File: src/rtl/resd_pkg.sv
// Package for the rotary encoder settle decoder.
// Holds the channel count, field widths, reset constants and shared types.
// No dependencies.
package resd_pkg;

  localparam int unsigned CHANNELS     = 6;
  localparam int unsigned FIELD_W      = 6;
  localparam int unsigned TIME_W       = 32;
  localparam int unsigned SETTLE_W     = 8;
  localparam logic [SETTLE_W-1:0] SETTLE_RESET = 8'd2;

  typedef struct packed {
    logic up;
    logic down;
  } resd_event_t;

endpackage

File: src/rtl/resd_chan.sv
// One encoder channel: pending bit, change time, settled A level and the
// settle judgement. Depends on resd_pkg.
module resd_chan
  import resd_pkg::*;
(
  input  logic                clk_i,
  input  logic                rst_ni,
  input  logic                en_i,
  input  logic                a_i,
  input  logic                b_i,
  input  logic [TIME_W-1:0]   now_i,
  input  logic [SETTLE_W-1:0] settle_ms_i,
  output resd_event_t         ev_o
);

  logic              pending_q, pending_d;
  logic              settled_q, settled_d;
  logic [TIME_W-1:0] change_time_q, change_time_d;
  logic [TIME_W-1:0] elapsed;
  logic              judge;
  logic              pend_mid;
  logic              settled_mid;

  always_comb begin
    elapsed       = now_i - change_time_q;
    judge         = pending_q && (elapsed > {{(TIME_W-SETTLE_W){1'b0}}, settle_ms_i});
    ev_o.up       = judge && (a_i != settled_q) && (a_i == b_i);
    ev_o.down     = judge && (a_i != settled_q) && (a_i != b_i);
    pend_mid      = judge ? 1'b0 : pending_q;
    settled_mid   = judge ? a_i : settled_q;
    pending_d     = pend_mid;
    settled_d     = settled_mid;
    change_time_d = change_time_q;
    if (!pend_mid && (a_i != settled_mid)) begin
      pending_d     = 1'b1;
      change_time_d = now_i;
    end
  end

  always_ff @(posedge clk_i or negedge rst_ni) begin
    if (!rst_ni) begin
      pending_q <= 1'b0;
      settled_q <= 1'b0;
    end else if (en_i) begin
      pending_q <= pending_d;
      settled_q <= settled_d;
    end
  end

  always_ff @(posedge clk_i) begin
    if (en_i) begin
      change_time_q <= change_time_d;
    end
  end

endmodule

File: src/rtl/rotary_encoder_settle_decoder_unit.sv
// Top level of the rotary encoder settle decoder.
// Holds the input register, the per-channel decoders, the sticky flags and
// the result register. Depends on resd_pkg and resd_chan.

// The block takes one scan request per clock cycle while the output is not
// held by out_ready_i, and returns one result per scan: the scan is captured
// in an input register, all channels are judged in parallel from it and the
// sticky flags land in the result register. The rate is set by the channel
// update, one 32-bit elapsed-time subtract and compare per channel. The
// settle register may be written only while no scan is in flight; it resets
// to 2 ms.
module rotary_encoder_settle_decoder_unit
  import resd_pkg::*;
(
  input  logic                clk_i,
  input  logic                rst_ni,
  input  logic                cfg_valid_i,
  output logic                cfg_ready_o,
  input  logic [SETTLE_W-1:0] cfg_settle_ms_i,
  input  logic                in_valid_i,
  output logic                in_ready_o,
  input  logic [FIELD_W-1:0]  a_levels_i,
  input  logic [FIELD_W-1:0]  b_levels_i,
  input  logic [TIME_W-1:0]   now_ms_i,
  input  logic                take_report_i,
  output logic                out_valid_o,
  input  logic                out_ready_i,
  output logic [FIELD_W-1:0]  up_events_o,
  output logic [FIELD_W-1:0]  down_events_o
);

  logic [SETTLE_W-1:0] settle_q;
  logic                in_valid_q;
  logic [FIELD_W-1:0]  a_q, b_q;
  logic [TIME_W-1:0]   now_q;
  logic                take_q;
  logic                out_valid_q;
  logic [FIELD_W-1:0]  up_events_q, down_events_q;
  logic [CHANNELS-1:0] up_flags_q, up_flags_d;
  logic [CHANNELS-1:0] down_flags_q, down_flags_d;
  logic [CHANNELS-1:0] up_next, down_next;
  logic [CHANNELS-1:0] a_ext, b_ext;
  logic [FIELD_W-1:0]  up_vis, down_vis;
  resd_event_t         ev [CHANNELS];
  logic                advance;

  assign cfg_ready_o = 1'b1;

  always_ff @(posedge clk_i or negedge rst_ni) begin
    if (!rst_ni) begin
      settle_q <= SETTLE_RESET;
    end else if (cfg_valid_i) begin
      settle_q <= cfg_settle_ms_i;
    end
  end

  assign advance    = in_valid_q && (!out_valid_q || out_ready_i);
  assign in_ready_o = !in_valid_q || advance;

  always_ff @(posedge clk_i or negedge rst_ni) begin
    if (!rst_ni) begin
      in_valid_q <= 1'b0;
    end else if (in_ready_o) begin
      in_valid_q <= in_valid_i;
    end
  end

  always_ff @(posedge clk_i) begin
    if (in_valid_i && in_ready_o) begin
      a_q    <= a_levels_i;
      b_q    <= b_levels_i;
      now_q  <= now_ms_i;
      take_q <= take_report_i;
    end
  end

  for (genvar i = 0; i < CHANNELS; i++) begin : g_chan
    if (i < FIELD_W) begin : g_vis
      assign a_ext[i] = a_q[i];
      assign b_ext[i] = b_q[i];
    end else begin : g_hid
      assign a_ext[i] = 1'b0;
      assign b_ext[i] = 1'b0;
    end

    resd_chan u_chan (
      .clk_i      (clk_i),
      .rst_ni     (rst_ni),
      .en_i       (advance),
      .a_i        (a_ext[i]),
      .b_i        (b_ext[i]),
      .now_i      (now_q),
      .settle_ms_i(settle_q),
      .ev_o       (ev[i])
    );

    assign up_next[i]   = up_flags_q[i] | ev[i].up;
    assign down_next[i] = down_flags_q[i] | ev[i].down;
  end

  for (genvar j = 0; j < FIELD_W; j++) begin : g_out
    if (j < CHANNELS) begin : g_map
      assign up_vis[j]   = up_next[j];
      assign down_vis[j] = down_next[j];
    end else begin : g_pad
      assign up_vis[j]   = 1'b0;
      assign down_vis[j] = 1'b0;
    end
  end

  assign up_flags_d   = take_q ? '0 : up_next;
  assign down_flags_d = take_q ? '0 : down_next;

  always_ff @(posedge clk_i or negedge rst_ni) begin
    if (!rst_ni) begin
      up_flags_q   <= '0;
      down_flags_q <= '0;
      out_valid_q  <= 1'b0;
    end else begin
      if (advance) begin
        up_flags_q   <= up_flags_d;
        down_flags_q <= down_flags_d;
        out_valid_q  <= 1'b1;
      end else if (out_ready_i) begin
        out_valid_q  <= 1'b0;
      end
    end
  end

  always_ff @(posedge clk_i) begin
    if (advance) begin
      up_events_q   <= up_vis;
      down_events_q <= down_vis;
    end
  end

  assign out_valid_o   = out_valid_q;
  assign up_events_o   = up_events_q;
  assign down_events_o = down_events_q;

endmodule
File: config.mk
export PLATFORM = sky130hd
export DESIGN_NAME = rotary_encoder_settle_decoder_unit
export DESIGN_NICKNAME = d
export VERILOG_FILES = /design/src/rtl/resd_pkg.sv /design/src/rtl/resd_chan.sv /design/src/rtl/rotary_encoder_settle_decoder_unit.sv
export SDC_FILE = /design/constraint.sdc
export NUM_CORES = 1
export LEC_CHECK = 0
export ABC_AREA = 1
export ABC_CLOCK_PERIOD_IN_PS = 4100
export BUFFER_PORTS_ARGS = -buffer_cell sky130_fd_sc_hd__buf_2
export CAP_MARGIN = 25
export CORE_MARGIN = 5
export CORE_UTILIZATION = 55
export DETAILED_ROUTE_END_ITERATION = 6
export PLACE_DENSITY = 0.85
export SLEW_MARGIN = 40
export SYNTH_ARGS = -nofsm -noshare
export SYNTH_HDL_FRONTEND = slang
export SYNTH_HIERARCHICAL = 1
export SYNTH_SLANG_ARGS = --single-unit
File: constraint.sdc
create_clock -name clk_i -period 4.1 [get_ports clk_i]
set_clock_uncertainty 0.15 [all_clocks]
set_input_delay 0.82 -clock clk_i [delete_from_list [all_inputs] [get_ports clk_i]]
set_output_delay 0.82 -clock clk_i [all_outputs]
set_load 0.03 [all_outputs]
### Word level (Yosys, flattened, before mapping)

Cells that the tools add are included.

* word-level logic and storage cells: 148
* input bits: 58
* register bits after elaboration: 283
* output and inout port bits: 15

* $lt $le $gt $ge: 6
* mux-type cells: 22
* bitwise logic cells: 12
* reduce and logical (&&, ||, !) cells: 49
* eq/ne operators: 24
* add/subtract/negate cells: 6

Operator list (count)
* > comparator 32 x 8 -> 1 bit: 6
* subtractor 32 bit: 6
* logical AND 1 bit: 32
* 2-to-1 mux 1 bit: 20
* inequality test 1 bit: 18
* 2-to-1 mux 6 bit: 2
* OR 1 bit: 12
* AND reduction 2 bit: 6
* zero test 1 bit: 8
* == test 1 bit: 6
* logical OR 1 bit: 2
* nonzero test 2 bit: 1

### Depth between registers and ports, before layout

* depth in word-level cells: 7
* mapped depth: 28
* depth with buffers taken out: 28

### Modules after synthesis

The synthesis kept the hierarchy.

By module, submodules not included
* resd_chan at g_chan[0].u_chan ...: cells an instance 631, seq. area each 1011.0 sq um, instances 4, area an instance 3908.7 sq um
* resd_chan at g_chan[1].u_chan: cells an instance 622, seq. area each 1011.0 sq um, instances 1, area an instance 3960.0 sq um
* resd_chan at g_chan[5].u_chan: cells an instance 622, seq. area each 1011.0 sq um, instances 1, area an instance 3876.2 sq um
* rotary_encoder_settle_decoder_unit: cells an instance 191, seq. area each 2263.4 sq um, instances 1, area an instance 2717.6 sq um

### Worst setup path before layout

No wires, ideal clock.

* kind: input-to-reg
* from: in out_ready_i
* to: reg g_chan[0].u_chan.change_time_q[0] (enable)
* setup slack: -0.179 ns
* path buffers: 1
* setup time: 0.461 ns
* required time: 3.489 ns
* stages: 5
* arrival: 3.667 ns
* path through: inv_1 > a21oi_2 > buf_6 > inv_1 > nor3_1

* longest elaborated chain between the ends: 3

RTL lines
* from (decl): line rotary_encoder_settle_decoder_unit.sv:27 `input logic out_ready_i,`
* logical OR 1 bit: line rotary_encoder_settle_decoder_unit.sv:57 `assign advance = in_valid_q && (!out_valid_q || out_ready_i);`
* logical AND 1 bit: line rotary_encoder_settle_decoder_unit.sv:57
* via advance: line rotary_encoder_settle_decoder_unit.sv:45 `logic advance;`
* AND reduction 2 bit (no line)
* to (signal assigned): line resd_chan.sv:52 `change_time_q <= change_time_d;`
* to (decl): line resd_chan.sv:18 `logic [TIME_W-1:0] change_time_q, change_time_d;`

The timed path passes the listed nets, and every way through them passes these cells.
A chain may end at the register's enable or synchronous reset.

==> flow_summary.toml <==
[outcome]
status = "completed"

[timing]
fmax_ghz = 0.256
maxSlewHeadroom_pct = 42.9
fin_crit_ns = 3.90
rsz0062_at_grt = "yes"
worst_hold_slack_ns = 0.121
hold_viol_final = 0
finalCritPeriodShare_pct = 95.1
maxSlewViolCount = 0
worstMarginPinSlew_ns = 0.856
setup_violations = 0

[min_path]
hp-class = "in -> async"

[final_layout]
finalNetCount = 4426
layout-drive-gt1-share_pct = 9.63
fin_area_sq_um = 29100
synthToLayoutAreaGrowth_pct = 11.3
fillCellCount = 4349
fin_util_pct = 61.4
num_antenna_cells = 0

[worst_setup_path]
critPathKind = "reg -> reg"
crit_start = "now_q[0]"
path_common_cell = "nand2_1"
endpoint = "up_flags_q[0]"
rrSetupSlack_ns = 0.20
required_ns = 4.38
crit_path_end_kind = "flip-flop"
cp.arrival_ns = 4.18
crit_path_max_incr_delay_ns = 0.41
timing.rr.start = "now_q[0]"
cp-start-kind = "flip-flop"
slowest_stage = "edfxtp_1"
r2r_end = "up_flags_q[0]"
reg2reg_depth = 27
worstPathMaxFanout = 5

[routing]
routed_wl_um = 72900
first_pass_iters = 6
drc_errors = 0
ant_nets = 0
routedWlPerCell_um = 15.3
num_vias = 24930
drt_iter0_markers = 2117
via_per_inst = 5.23

[logic_synthesis]
synth_nets = 4257
synth_top_area_cell = "edfxtp_1"
postSynthAreaPerCell_sq_um = 6.62
synth_top_area_share_pct = 28.6
synth-seq-cells = 283
synth_ff_type = "edfxtp_1"
synth_edf_count = 249
ys_top_cells_by_area = "edfxtp_1 (29%), nand2_1 (20%), inv_1 (13%)"
synth_cells = 3959
synth.distinct_cells = 40
seq_area_frac_synth_pct = 31.8
yosysWarnings = 6
async_reset_ff_share_pct = 12.0
synthesis.area_sq_um = 26200

[placement]
dp_hpwl_um = 57400
portBuffers = 71
gp_congestion = 0.973
place_area_sq_um = 27800

[floorplanning]
initial_core_util_pct = 55.2
rows = 80
pin_count = 73
fp.dieH_um = 228
dieArea_sq_um = 52100
placeableCoreArea_sq_um = 47400
die_x_um = 228

[global_routing]
grt_max_degree = 46
track_usage_pct = 27.1
grt_remaining_overflow = 0
antenna_found_initial = 1
grt_pass1_wl_um = 116000
grt_pass1_vias = 23427

[clocking]
cts.sinks = 283
cts_hold_buf = 0
worstSkewPairLatency_ns = 0.55
cts_tree = "yes"
cts_buffers = 35
cts_buffer_depth = 3
cts_htree_levels = 2
clk_pin_slew_ns = 0.06
root_buffer = "clkbuf_16"

[power_and_ir_drop]
p_per_area_nw_per_um2 = 434
peakVddDrop_uv = 636
p_leak_nw = 16.3

[flow_run]
maxCapViolations = 0
[flip-flops by register name, indices dropped and copies added (netlist names)]
register	count
down_flags_q	6
out_valid_o	1
a_ext	6
in_valid_q	1
up_flags_q	6
g_chan.u_chan/settled_q	6
g_chan.u_chan/change_time_q	192
g_chan.u_chan/pending_q	6
take_q	1
settle_q	8
now_q	32
b_ext	6
up_events_o	6
down_events_o	6
[area by class of cell]
class | instances | area, sq um | share of cell area [%]
clock buffer | 44 | 1000 | 3.45
clock inverter | 19 | 214 | 0.734
inverter | 916 | 3440 | 11.8
multi-input combinational | 2755 | 14500 | 49.7
sequential | 283 | 8330 | 28.6
tap | 615 | 769 | 2.64
timing repair buffer | 137 | 897 | 3.08
[power breakdown]
| part | leakage [nW] | internal (W) | switching (W) |
|---|---|---|---|
| Combinational | 13.0 | 0.00186 | 0.00354 |
| Clock | 0.593 | 0.00200 | 0.00127 |
| Sequential | 2.73 | 0.00368 | 0.000281 |
[synth_stat cells (8+ instances only)]
cell and instances:
o21ai_0 46, nand4_1 50, nand3_1 168, nor2_2 28
nor3_2 10, and2_1 10, xor2_1 38, xnor2_1 24
ha_1 234, nand2_2 87, inv_1 895, dfrtp_1 33
edfxtp_1 249, nand2_1 1376, nor2_1 367, inv_2 17
o21bai_1 20, a21oi_1 151, a21oi_2 8, a21o_1 12
nand3_2 27, nor3_1 20, nand3b_1 43
[worst min-delay path by stage]
stage                            to             from  depth (start not counted)
floorplan           down_flags_q[0]  down_flags_q[0]                          2
global placement    down_flags_q[1]  down_flags_q[1]                          2
detailed placement  down_flags_q[5]  down_flags_q[5]                          2
CTS                 down_flags_q[3]           rst_ni                          1
global route          up_flags_q[4]           rst_ni                          1
finish              down_flags_q[2]           rst_ni                          1
[critical path: cells and delay by family (launching register included)]
family,cells,cell delay (ns)
buffers and inverters,3,0.34
and+or+nand+nor,20,1.92
xor gates and xnor gates,1,0.06
DFF,1,0.41
adders and majority gates,3,0.89
[routing by layer]
| metal | track usage [%] | wire (um) |
|---|---|---|
| met5 | 0 | 0 |
| met4 | 13.2 | 3980 |
| met3 | 3.51 | 4610 |
| met2 | 47.0 | 34000 |
| met1 | 33.6 | 30300 |
[logic make-up after synthesis]
family          count (synthesis)  synth area share, %
flops                         283                 31.8
simple gates                 2209                 36.1
buf+inv                       921                 13.3
xor+xnor                       62                 2.07
other cells                     1               0.0143
fa+ha+maj                     240                 11.6
compound gates                243                 5.08
[per-stage QoR]
stage | power (W) | instances | worst slack [ns] | TNS [ns]
2_1_floorplan | 0.00790 | 3959 | 0.730 | 0
3_3_place_gp | 0.00913 | 4695 | 0.264 | 0
3_5_place_dp | 0.00926 | 4699 | 0.223 | 0
4_1_cts | 0.0126 | 4762 | 0.194 | 0
5_1_grt | 0.0136 | 4769 | -0.0108 | -0.0160
6_report | 0.0126 | 4769 | 0.200 | 0
[placed cells by master, fill, tap and decap left out, types with 4 or more instances in the layout]
cell and n:
ha_1 232, xor2_1 37, nand4_1 50, xnor2_1 24, nand3_1 166, clkinv_2 4, clkinv_1 8, o21ai_1 4
or2_0 4, a21oi_1 151, nand3_2 29, inv_2 18, o21ai_0 46, o21bai_1 20, edfxtp_1 249, a21o_1 12
nor3_1 16, nor3_4 4, inv_1 893, a21oi_2 7, and3_1 6, nor3_2 10, dfrtp_1 33, buf_2 70
nand2_2 88, and2_4 4, clkbuf_16 39, and2_1 10, buf_6 5, nand3b_1 43, bufinv_16 4, nor2_1 363
nor2_2 32, nand2_1 1375, buf_4 60, clkbuf_1 4
[repair_timing]
item	in CTS	in global routing
setup buffers	0	7
resized for setup	0	13
setup endpoints to repair	0	20
No activity file was read; power rests on OpenSTA's default activity.
